### config.mk
export PLATFORM = sky130hd
export DESIGN_NAME = http_host_prefix_filter
export DESIGN_NICKNAME = d
export VERILOG_FILES = /design/src/rtl/core/hhpf_pkg.sv /design/src/rtl/core/http_host_prefix_filter.sv
export SDC_FILE = /design/constraint.sdc
export NUM_CORES = 1
export LEC_CHECK = 0
export ABC_AREA = 1
export ABC_CLOCK_PERIOD_IN_PS = 10600
export BUFFER_PORTS_ARGS = -buffer_cell sky130_fd_sc_hd__clkbuf_2
export CAP_MARGIN = 30
export CELL_PAD_IN_SITES_DETAIL_PLACEMENT = 1
export CELL_PAD_IN_SITES_GLOBAL_PLACEMENT = 2
export CORE_UTILIZATION = 32
export DETAILED_ROUTE_END_ITERATION = 12
export PLACE_DENSITY_LB_ADDON = 0.1
export SETUP_SLACK_MARGIN = 0.2
export SYNTH_ARGS = -nofsm -noshare
export SYNTH_HDL_FRONTEND = slang
export SYNTH_SLANG_ARGS = --single-unit
### constraint.sdc
create_clock -name i_clk -period 10.6 [get_ports i_clk]
set_input_delay 1.59 -clock i_clk [delete_from_list [all_inputs] [get_ports i_clk]]
set_output_delay 1.59 -clock i_clk [all_outputs]
set_load 0.01 [all_outputs]
### src/rtl/core/hhpf_pkg.sv
package hhpf_pkg;

    localparam int unsigned PATTERN_MAX_BYTES = 32;
    localparam int unsigned OFFSET_W          = 17;
    localparam int unsigned CFG_INDEX_W       = 3;
    localparam int unsigned CFG_DATA_W        = 64;
    localparam int unsigned PLEN_W            = 6;

    localparam logic [OFFSET_W-1:0] OFFSET_MAX = {OFFSET_W{1'b1}};

    localparam logic [15:0] ETHERTYPE_IPV4 = 16'h0800;
    localparam logic [7:0]  IP_PROTO_TCP   = 8'h06;

    localparam logic [7:0] CHAR_G  = 8'h47;
    localparam logic [7:0] CHAR_H  = 8'h48;
    localparam logic [7:0] CHAR_CR = 8'h0d;
    localparam logic [7:0] CHAR_LF = 8'h0a;

    localparam logic [2:0] HOST_KEY_LEN = 3'd6;

    typedef enum logic [CFG_INDEX_W-1:0] {
        CFG_PATTERN_0_7   = 3'd0,
        CFG_PATTERN_8_15  = 3'd1,
        CFG_PATTERN_16_23 = 3'd2,
        CFG_PATTERN_24_31 = 3'd3,
        CFG_PATTERN_LEN   = 3'd4
    } t_cfg_index;

    typedef enum logic [1:0] {
        PH_HEADER,
        PH_SEARCH,
        PH_TOKEN,
        PH_DONE
    } t_phase;

    typedef enum logic [2:0] {
        VERDICT_NOT_IPV4  = 3'd0,
        VERDICT_NOT_TCP   = 3'd1,
        VERDICT_NO_PAYLD  = 3'd2,
        VERDICT_NOT_GET   = 3'd3,
        VERDICT_NO_HOST   = 3'd4,
        VERDICT_MISMATCH  = 3'd5,
        VERDICT_MATCH     = 3'd6
    } t_verdict;

    // header lengths below the minimum are taken as 20 bytes
    function automatic logic [5:0] at_least_20(input logic [5:0] v);
        return (v < 6'd20) ? 6'd20 : v;
    endfunction

    // "Host: " one character at a time
    function automatic logic [7:0] host_key_byte(input logic [2:0] idx);
        logic [7:0] c;
        case (idx)
            3'd0:    c = 8'h48;
            3'd1:    c = 8'h6f;
            3'd2:    c = 8'h73;
            3'd3:    c = 8'h74;
            3'd4:    c = 8'h3a;
            3'd5:    c = 8'h20;
            default: c = 8'h00;
        endcase
        return c;
    endfunction

endpackage

### src/rtl/core/http_host_prefix_filter.sv
// Ethernet/IPv4/TCP frame filter: bytes of one frame enter on the slave stream, one per
// cycle, with tlast on the final byte. The first payload byte must be 'G'; the payload is
// then searched for the first "Host: " and the host token that follows (up to CR, LF or
// the end of the IP datagram) is compared against the first pattern_length bytes of the
// configured pattern. A single result transaction (verdict and block flag) leaves on the
// master stream for every frame, once its last byte has passed the input register and the
// result register. The block takes one byte per cycle; the per-byte parse stage between
// the input and result registers updates all frame state in that cycle; it stalls only
// while a finished result waits and the next frame's last byte needs the result register.
module http_host_prefix_filter (
    input  logic        i_clk,
    input  logic        i_rst_n,
    input  logic        i_cfg_we,
    input  logic [2:0]  i_cfg_index,
    input  logic [63:0] i_cfg_data,
    input  logic        s_axis_tvalid,
    output logic        s_axis_tready,
    input  logic [7:0]  s_axis_tdata,   // frame_byte[7:0]
    input  logic        s_axis_tlast,   // last_byte
    output logic        m_axis_tvalid,
    input  logic        m_axis_tready,
    output logic [7:0]  m_axis_tdata    // verdict[2:0], block[3], zeros[7:4]
);

    // configuration
    logic [63:0]                     r_pat_word [4];
    logic [hhpf_pkg::PLEN_W-1:0]     r_plen;

    // input register
    logic                            r_in_valid;
    logic [7:0]                      r_in_byte;
    logic                            r_in_last;

    // frame state
    logic [hhpf_pkg::OFFSET_W-1:0]   r_offset, n_offset;
    logic [15:0]                     r_ether, n_ether;
    logic [5:0]                      r_ihl, n_ihl;
    logic [15:0]                     r_total, n_total;
    logic [7:0]                      r_proto, n_proto;
    logic [5:0]                      r_thl, n_thl;
    logic [2:0]                      r_kp, n_kp;
    logic [5:0]                      r_ci, n_ci;
    hhpf_pkg::t_phase                r_phase, n_phase;
    hhpf_pkg::t_verdict              r_pending, n_pending;

    // result register
    logic                            r_out_valid;
    hhpf_pkg::t_verdict              r_verdict;

    logic                            w_advance;
    logic                            w_in_accept;
    logic [hhpf_pkg::PLEN_W-1:0]     w_plen_eff;
    logic [7:0]                      w_pat_byte;
    hhpf_pkg::t_verdict              w_result;
    logic [hhpf_pkg::OFFSET_W-1:0]   w_payload_start;
    logic [hhpf_pkg::OFFSET_W-1:0]   w_payload_end;
    logic [hhpf_pkg::OFFSET_W-1:0]   w_tcp_offset;

    function automatic hhpf_pkg::t_verdict header_verdict(
        input logic [15:0] ether,
        input logic [7:0]  proto,
        input logic [15:0] total,
        input logic [5:0]  ihl,
        input logic [5:0]  thl,
        input logic [7:0]  first
    );
        logic [6:0] hdr_sum;
        hhpf_pkg::t_verdict v;
        hdr_sum = {1'b0, hhpf_pkg::at_least_20(ihl)} + {1'b0, hhpf_pkg::at_least_20(thl)};
        if (ether != hhpf_pkg::ETHERTYPE_IPV4) begin
            v = hhpf_pkg::VERDICT_NOT_IPV4;
        end else if (proto != hhpf_pkg::IP_PROTO_TCP) begin
            v = hhpf_pkg::VERDICT_NOT_TCP;
        end else if (total <= {9'b0, hdr_sum}) begin
            v = hhpf_pkg::VERDICT_NO_PAYLD;
        end else if (first != hhpf_pkg::CHAR_G) begin
            v = hhpf_pkg::VERDICT_NOT_GET;
        end else begin
            v = hhpf_pkg::VERDICT_NO_HOST;
        end
        return v;
    endfunction

    // an item without a result never needs the result register
    assign w_advance     = r_in_valid && (!r_in_last || !r_out_valid || m_axis_tready);
    assign s_axis_tready = !r_in_valid || w_advance;
    assign w_in_accept   = s_axis_tvalid && s_axis_tready;

    assign m_axis_tvalid = r_out_valid;
    assign m_axis_tdata  = {4'b0, (r_verdict == hhpf_pkg::VERDICT_MATCH), r_verdict};

    assign w_plen_eff = (r_plen > hhpf_pkg::PLEN_W'(hhpf_pkg::PATTERN_MAX_BYTES))
                      ? hhpf_pkg::PLEN_W'(hhpf_pkg::PATTERN_MAX_BYTES) : r_plen;
    assign w_pat_byte = r_pat_word[r_ci[4:3]][{r_ci[2:0], 3'b000} +: 8];

    assign w_tcp_offset    = {11'b0, r_ihl} + 17'd26;
    assign w_payload_start = {11'b0, r_ihl} + {11'b0, r_thl} + 17'd14;
    assign w_payload_end   = {1'b0, r_total} + 17'd14;

    always_comb begin
        n_offset  = (r_offset == hhpf_pkg::OFFSET_MAX) ? r_offset : r_offset + 1'b1;
        n_ether   = r_ether;
        n_ihl     = r_ihl;
        n_total   = r_total;
        n_proto   = r_proto;
        n_thl     = r_thl;
        n_kp      = r_kp;
        n_ci      = r_ci;
        n_phase   = r_phase;
        n_pending = r_pending;
        w_result  = r_pending;

        unique case (r_phase)
            hhpf_pkg::PH_HEADER: begin
                case (r_offset)
                    17'd12:  n_ether[15:8] = r_in_byte;
                    17'd13:  n_ether[7:0]  = r_in_byte;
                    17'd14:  n_ihl   = hhpf_pkg::at_least_20({r_in_byte[3:0], 2'b00});
                    17'd16:  n_total[15:8] = r_in_byte;
                    17'd17:  n_total[7:0]  = r_in_byte;
                    17'd23:  n_proto = r_in_byte;
                    default: ;
                endcase
                if (r_ihl != 6'd0 && r_offset == w_tcp_offset) begin
                    n_thl = hhpf_pkg::at_least_20({r_in_byte[7:4], 2'b00});
                end
                // first payload byte: decide from the headers whether to search
                if (r_ihl != 6'd0 && r_thl != 6'd0 && r_offset == w_payload_start) begin
                    n_pending = header_verdict(r_ether, r_proto, r_total, r_ihl, r_thl,
                                               r_in_byte);
                    n_phase   = (n_pending == hhpf_pkg::VERDICT_NO_HOST)
                              ? hhpf_pkg::PH_SEARCH : hhpf_pkg::PH_DONE;
                end
            end
            hhpf_pkg::PH_SEARCH: begin
                if (r_offset >= w_payload_end) begin
                    n_phase = hhpf_pkg::PH_DONE;
                end else begin
                    if (r_kp < hhpf_pkg::HOST_KEY_LEN &&
                        r_in_byte == hhpf_pkg::host_key_byte(r_kp)) begin
                        n_kp = r_kp + 1'b1;
                    end else begin
                        n_kp = (r_in_byte == hhpf_pkg::CHAR_H) ? 3'd1 : 3'd0;
                    end
                    if (n_kp >= hhpf_pkg::HOST_KEY_LEN) begin
                        n_ci = 6'd0;
                        if (w_plen_eff == '0) begin
                            n_pending = hhpf_pkg::VERDICT_MATCH;
                            n_phase   = hhpf_pkg::PH_DONE;
                        end else begin
                            n_pending = hhpf_pkg::VERDICT_MISMATCH;
                            n_phase   = hhpf_pkg::PH_TOKEN;
                        end
                    end
                end
            end
            hhpf_pkg::PH_TOKEN: begin
                if (r_offset >= w_payload_end) begin
                    n_phase = hhpf_pkg::PH_DONE;
                end else if (r_in_byte == hhpf_pkg::CHAR_CR ||
                             r_in_byte == hhpf_pkg::CHAR_LF) begin
                    n_phase = hhpf_pkg::PH_DONE;
                end else if (r_ci >= w_plen_eff) begin
                    n_pending = hhpf_pkg::VERDICT_MATCH;
                    n_phase   = hhpf_pkg::PH_DONE;
                end else if (r_in_byte != w_pat_byte) begin
                    n_pending = hhpf_pkg::VERDICT_MISMATCH;
                    n_phase   = hhpf_pkg::PH_DONE;
                end else begin
                    n_ci = r_ci + 1'b1;
                    if (n_ci >= w_plen_eff) begin
                        n_pending = hhpf_pkg::VERDICT_MATCH;
                        n_phase   = hhpf_pkg::PH_DONE;
                    end
                end
            end
            hhpf_pkg::PH_DONE: ;
            default: ;
        endcase

        // frame ended before its payload: judge from what has arrived
        if (n_phase == hhpf_pkg::PH_HEADER) begin
            w_result = header_verdict(n_ether, n_proto, n_total, n_ihl, n_thl, 8'h00);
        end else begin
            w_result = n_pending;
        end
    end

    always_ff @(posedge i_clk) begin
        if (!i_rst_n) begin
            for (int i = 0; i < 4; i++) begin
                r_pat_word[i] <= '0;
            end
            r_plen <= '0;
        end else if (i_cfg_we) begin
            unique case (i_cfg_index)
                hhpf_pkg::CFG_PATTERN_0_7:   r_pat_word[0] <= i_cfg_data;
                hhpf_pkg::CFG_PATTERN_8_15:  r_pat_word[1] <= i_cfg_data;
                hhpf_pkg::CFG_PATTERN_16_23: r_pat_word[2] <= i_cfg_data;
                hhpf_pkg::CFG_PATTERN_24_31: r_pat_word[3] <= i_cfg_data;
                hhpf_pkg::CFG_PATTERN_LEN:   r_plen <= i_cfg_data[hhpf_pkg::PLEN_W-1:0];
                default: ;
            endcase
        end
    end

    always_ff @(posedge i_clk) begin
        if (!i_rst_n) begin
            r_in_valid <= 1'b0;
        end else if (w_in_accept) begin
            r_in_valid <= 1'b1;
        end else if (w_advance) begin
            r_in_valid <= 1'b0;
        end
    end

    always_ff @(posedge i_clk) begin
        if (w_in_accept) begin
            r_in_byte <= s_axis_tdata;
            r_in_last <= s_axis_tlast;
        end
    end

    always_ff @(posedge i_clk) begin
        if (!i_rst_n) begin
            r_offset  <= '0;
            r_ether   <= '0;
            r_ihl     <= '0;
            r_total   <= '0;
            r_proto   <= '0;
            r_thl     <= '0;
            r_kp      <= '0;
            r_ci      <= '0;
            r_phase   <= hhpf_pkg::PH_HEADER;
            r_pending <= hhpf_pkg::VERDICT_NOT_IPV4;
        end else if (w_advance) begin
            if (r_in_last) begin
                r_offset  <= '0;
                r_ether   <= '0;
                r_ihl     <= '0;
                r_total   <= '0;
                r_proto   <= '0;
                r_thl     <= '0;
                r_kp      <= '0;
                r_ci      <= '0;
                r_phase   <= hhpf_pkg::PH_HEADER;
                r_pending <= hhpf_pkg::VERDICT_NOT_IPV4;
            end else begin
                r_offset  <= n_offset;
                r_ether   <= n_ether;
                r_ihl     <= n_ihl;
                r_total   <= n_total;
                r_proto   <= n_proto;
                r_thl     <= n_thl;
                r_kp      <= n_kp;
                r_ci      <= n_ci;
                r_phase   <= n_phase;
                r_pending <= n_pending;
            end
        end
    end

    always_ff @(posedge i_clk) begin
        if (!i_rst_n) begin
            r_out_valid <= 1'b0;
        end else if (w_advance && r_in_last) begin
            r_out_valid <= 1'b1;
        end else if (m_axis_tready) begin
            r_out_valid <= 1'b0;
        end
    end

    always_ff @(posedge i_clk) begin
        if (w_advance && r_in_last) begin
            r_verdict <= w_result;
        end
    end

    a_last_gives_result: assert property (@(posedge i_clk) disable iff (!i_rst_n)
        (w_advance && r_in_last) |=> m_axis_tvalid)
        else $error("last byte processed without a result transaction");

    a_frame_cleared: assert property (@(posedge i_clk) disable iff (!i_rst_n)
        (w_advance && r_in_last) |=> (r_phase == hhpf_pkg::PH_HEADER && r_offset == '0))
        else $error("frame state not cleared after last byte");

    a_headers_seen: assert property (@(posedge i_clk) disable iff (!i_rst_n)
        (r_phase != hhpf_pkg::PH_HEADER) |-> (r_ihl != 6'd0 && r_thl != 6'd0))
        else $error("left header phase without both header lengths");

    a_stall_only_full: assert property (@(posedge i_clk) disable iff (!i_rst_n)
        !s_axis_tready |-> (r_in_valid && r_in_last && r_out_valid))
        else $error("input stalled without a pending result");

endmodule
==> flow_summary.ini, run 1 <==
[synth]
ys_ff_latch = 361
yosysMostFrequentCell = nand2_1
yosys-top-cells-area = edfxtp_1 40%, nand2_1 12%, dfxtp_1 9.2%
synthArstFlopShare_pct = 0
avgSynthCellArea_um2 = 7.96
synth_edf_count = 268
yosysWarnings = 0
synth_common_cells = 640 x nand2_1, 409 x nor2_1, 297 x inv_1
syn_area_mm2 = 0.0202
netlist.top_cell.by_area = edfxtp_1
synth-seq-area-share_pct = 49.1
yosysTopAreaCellShare_pct = 39.8
syn_inst = 2539
synth_ff_type = edfxtp_1
synth.distinct_cells = 46

[clock_network]
cts_resized = 0
postCtsSetupBuffers = 0
cts_tree = done
numClockSinks = 361
clkSlewWorstSetupHoldPaths_ps = 60
hold_buffers = 0
htreeDepth = 2
ctsLongestPathBuffers = 3
root_buffer = clkbuf_16
cts_buffers = 44
clk_latency_ps = 600

[detailed_routing]
wl_per_cell_um = 19.8
drcViolationCount = 0
routed-via-count = 17149
viasPerCell = 4.95
dr.pass1.iters = 5
ant_nets = 0
drt-total-wl_um = 68600
drt-initial-drc-count = 895

[global_routing]
grt_max_degree = 76
grtUsageTotal_pct = 21.8
grt_pass1_wl_um = 106000
first_global_vias = 17868
grt_overflow = 0
antenna_found_initial = 0

[hold_path]
hold_path.class = reg -> reg

[final_layout]
utilization_pct = 36.8
diodes = 0
final_nets = 2751
synthToLayoutAreaGrowth_pct = 12.9
drive_above_1_share_pct = 8.30

[timing]
worst_pin_slew_ps = 955
final-max-slew-violation-count = 0
relSlewSlack_pct = 36.4
finalSetupViolations = 0
postLayoutSetupSlackWorst_ps = 5810
clock_skew_ps = 26.1
finalCritPeriodShare_pct = 45.2
whs_ps = 465
fin_crit_ps = 4790
max_freq_ghz = 0.209
hold_violations = 0
rsz0062_at_grt = no
setup_tns_ps = 0

[power]
ir_drop_v = 0.000117
power_w = 0.00338
p_leak_nw = 9.95
cellPowerDensity_mw_per_mm2 = 148

[floorplan]
core_mm2 = 0.0621
dieArea_mm2 = 0.0641
initial_core_util_pct = 32.6
fp-row-count = 91
pin_count = 91
die_height_um = 253
die_w_um = 253

[critical_path]
ff2ff_setup_slack_ps = 5810
crit_slowest_cell = nor2_1
path_class = reg -> reg
critical_path.max_fanout = 10
cp.arrival_ps = 5120
crit_path_frequent_cell = nand2_1
end_kind = flop
startpoint_type = flop
critical-path-max-stage-delay_ps = 410
critical_path_required_ps = 10930

[flow_run]
cap_violations = 0

[placement]
dpl.hpwl_um = 44700
routabilityCongestion = 0.811
dp_slack_ps = 5820
io_buffers = 86

[run_status]
status = completed
## kinds of logic after synthesis
family	synth area share, %
AOI/OAI and AO/OA	6.16
xor gates and xnor gates	1.52
adders and majority gates	5.13
buffers and inverters	8.71
DFF	49.1
other	0.0186
and+or+nand+nor	29.4
## area by class of cell
| class | instances | area (um2) |
|---|---|---|
| clock buffer | 61 | 1170 |
| clock inverter | 21 | 199 |
| fill | 7393 | 39200 |
| inverter | 304 | 1140 |
| multi-input combinational | 1761 | 8580 |
| sequential | 361 | 9910 |
| tap | 837 | 1050 |
| timing repair buffer | 117 | 743 |
## worst max-delay path: cells and delay by family (launching register included)
kind,cells,cell delay [ps]
AO/OA/AOI/OAI,6,920
adder cells (fa/ha/maj),3,880
flip-flops,1,360
buffers and inverters,3,230
AND/OR/NAND/NOR,16,2160
## final timing paths
kind / startpoint / end / cells past startpoint
setup / recovery: r_offset[10] / r_verdict[0] / 28
hold / removal: r_thl[3] / r_thl[3] / 2
setup reg to reg: r_offset[10] / r_verdict[0] / 28
hold reg to reg: r_thl[3] / r_thl[3] / 2
## per-layer routing
| metal | global-route usage [%] | wire [um] | part of all wire (%) | vias up |
|---|---|---|---|---|
| li1 | - | - | - | 8378 |
| met1 | 31.9 | 35000 | 51 | 8450 |
| met2 | 33.9 | 30000 | 44 | 240 |
| met3 | 2.69 | 2320 | 3.4 | 81 |
| met4 | 4.95 | 1290 | 1.9 | 0 |
| met5 | 0 | 0 | 0 | - |
## registers in the layout, summed over array words and instances, names as in the netlist, named ones only
name,flops
r_proto,8
r_in_valid,1
r_thl,6
m_axis_tvalid,1
r_ether,16
r_ci,6
r_pending,3
r_phase,2
r_ihl,6
r_offset,17
r_verdict,3
r_total,16
r_in_byte,8
r_plen,6
r_kp,3
r_pat_word,256
r_in_last,1
## layout by cell type (no fill, tap or decap), drive strengths merged, types with 19 or more instances in the layout
master / instances
a21oi: 96
buf: 31
clkbuf: 147
clkinv: 19
dfxtp: 93
edfxtp: 268
ha: 78
inv: 303
nand2: 646
nand3: 251
nand4: 43
nor2: 418
nor3: 32
o21ai: 83
o22ai: 32
xor2: 28
## through the flow
stage / std cells / cell area [um2]
floorplan: 2542 / 20200
global placement: 3375 / 21300
detailed placement: 3378 / 21400
CTS: 3460 / 22800
global route: 3462 / 22800
finish: 3462 / 22800
## where the power goes
part	internal [W]	total [W]	switching (W)	leakage [nW]
Sequential	0.00159	0.00162	0.0000292	3.34
Combinational	0.0000803	0.000300	0.000220	5.95
Clock	0.000830	0.00146	0.000634	0.659
Power figures use the tool's default switching activity.
==> inputs of run 2 (changes only) <==
Settings changed: ABC_CLOCK_PERIOD_IN_PS 10600 to 3900.
Clock period 10.6 ns to 3.9 ns, I/O delays scaled along.
==> run 2 against run 1 <==
The run now ends with setup timing left; clock power grew to 2.8 times the previous value; sequential share of layout area down 3.2 points; sequential power rose to 2.7 times the previous value; power rose to 2.7 times the previous value; global-route usage up 0.42 points; die area is the same; first-iteration DRC count up 11%; count of clock-buffer cells in the layout grew 2; sequential cell count is the same; clock skew shrank 12 ps; critical endpoint unchanged; largest power group unchanged.
==> flow_summary.ini, run 2 (same netlist as run 1, synthesis figures left out) <==
[hold_path]
hold_depth = 1
hp-start = s_axis_tdata[3]
hold_path.class = in -> reg
whs_endpoint = r_in_byte[3]

[clock_network]
hold_buffers = 0
ctsLongestPathBuffers = 3
numClockSinks = 361
cts_tree = done
root_buffer = clkbuf_16
clk_latency_ps = 580
cts_buffers = 45
clkSlewWorstSetupHoldPaths_ps = 60
htreeDepth = 2

[placement]
io_buffers = 86
routabilityCongestion = 0.838
dpl.hpwl_um = 46400

[final_layout]
final_cell_mix = 615 x nand2_1, 395 x nor2_1, 288 x inv_1
multi_input_area_mm2 = 0.00914
top_regs = r_pat_word: 256 flops, r_offset: 17 flops
largest-register = r_pat_word
drive_above_1_share_pct = 17.5
seqCellArea_mm2 = 0.00994
fillers = 7391
final_nets = 2896
synthToLayoutAreaGrowth_pct = 22.3
utilization_pct = 39.8
largest_reg_flops = 256
final_common_cell = nand2_1
diodes = 0

[timing]
worst_pin_slew_ps = 768
clock_skew_ps = 14.2
hold_violations = 0
final-max-slew-violation-count = 0
finalCritPeriodShare_pct = 106
finalSetupViolations = 2
fin_crit_ps = 4140
relSlewSlack_pct = 48.7
max_freq_ghz = 0.242
setup_tns_ps = -246
postLayoutSetupSlackWorst_ps = -238
rsz0062_at_grt = yes

[detailed_routing]
routed-via-count = 17686
wl_per_cell_um = 19.5
ant_nets = 0
drcViolationCount = 0
drt-initial-drc-count = 990
drt-total-wl_um = 70100
dr.pass1.iters = 5
viasPerCell = 4.91

[critical_path]
crit_slowest_cell = fa_2
critical-path-max-stage-delay_ps = 540
r2r_cells = 29
critical_path_required_ps = 4230
startpoint_type = flop
end_kind = flop
ff2ff_setup_slack_ps = -240
path_class = reg -> reg
critical_path.max_fanout = 8
regToRegStartpoint = r_ihl[1]
cp.arrival_ps = 4470
reg2reg_to = r_verdict[0]

[global_routing]
antenna_found_initial = 0
grt_pass1_wl_um = 109000
grtUsageTotal_pct = 22.2
grt_max_degree = 69
first_global_vias = 18709
grt_overflow = 0

[power]
ir_drop_v = 0.000324
cellPowerDensity_mw_per_mm2 = 377
p_int_w = 0.00694
swShare_pct = 25.4
pwr-share-comb_pct = 9.5
sequentialPowerShare_pct = 47.2
p_switching_w = 0.00236
power_w = 0.00930
p_leak_nw = 10.8
clkPwrFrac_pct = 43.4

[floorplan]
dieArea_mm2 = 0.0641
core_mm2 = 0.0621
pin_count = 91
fp-row-count = 91
initial_core_util_pct = 32.6
die_w_um = 253
die_height_um = 253

[run_status]
status = finished with violations
violations = setup timing

[flow_run]
cap_violations = 0
run 2: worst max-delay path: cells and delay by family, from the launching register on:
kind                     cells  cell delay [ps]
AO/OA/AOI/OAI                6              600
adder cells (fa/ha/maj)      4             1120
flip-flops                   1              370
buffers and inverters        6              430
AND/OR/NAND/NOR             11             1050
XOR/XNOR                     2              300
run 2: cell type report:
| type | count | area share (%) |
|---|---|---|
| clock buffer | 63 | 5.04 |
| multi-input combinational | 1761 | 37.0 |
| sequential | 361 | 40.2 |
| inverter | 304 | 4.64 |
| timing repair buffer | 261 | 8.22 |
| tap | 837 | 4.24 |
| clock inverter | 17 | 0.628 |
run 2: per-stage QoR:
stage | worst slack (ps) | cell area [um2] | std cells | hold slack [ps]
after floorplan | 213 | 20300 | 2542 | 445
after global placement | -168 | 22400 | 3497 | 469
after detailed placement | -402 | 22500 | 3498 | 479
after CTS | -278 | 24100 | 3586 | 150
after global routing | -533 | 24700 | 3604 | 152
final | -238 | 24700 | 3604 | 183
run 2: worst max-delay path by stage:
stage / slack, ps / cells past startpoint / end / from
floorplan: 210 / 27 / r_verdict[0] / r_offset[7]
global placement: -170 / 28 / r_verdict[0] / r_ihl[1]
detailed placement: -400 / 28 / r_verdict[0] / r_ihl[1]
CTS: -280 / 29 / r_verdict[0] / r_ihl[2]
global route: -530 / 31 / r_verdict[0] / r_ihl[2]
finish: -240 / 29 / r_verdict[0] / r_ihl[1]
run 2: routing by layer:
| layer | up-vias | track usage, % | wire length, um |
|---|---|---|---|
| li1 | 8666 | - | - |
| met1 | 8687 | 32.2 | 34700 |
| met2 | 266 | 35.2 | 31700 |
| met3 | 67 | 2.64 | 2650 |
| met4 | 0 | 4.62 | 1060 |
| met5 | - | 0 | 0 |
run 2: power groups by stage:
stage / combinational, W / clock, W / sequential, W
after detailed placement: 0.000882 / 0 / 0.00447
after global routing: 0.000988 / 0.00428 / 0.00441
after floorplan: 0.000522 / 0 / 0.00445
final: 0.000882 / 0.00403 / 0.00439
after global placement: 0.000868 / 0 / 0.00446
after CTS: 0.000887 / 0.00415 / 0.00439
run 2: what timing repair did:
| action | in CTS | in global routing |
|---|---|---|
| setup buffers | 8 | 13 |
| resized for setup | 45 | 98 |
| gates cloned | 0 | 1 |
| setup endpoints to repair | 15 | 19 |
| pin swaps | 23 | 76 |
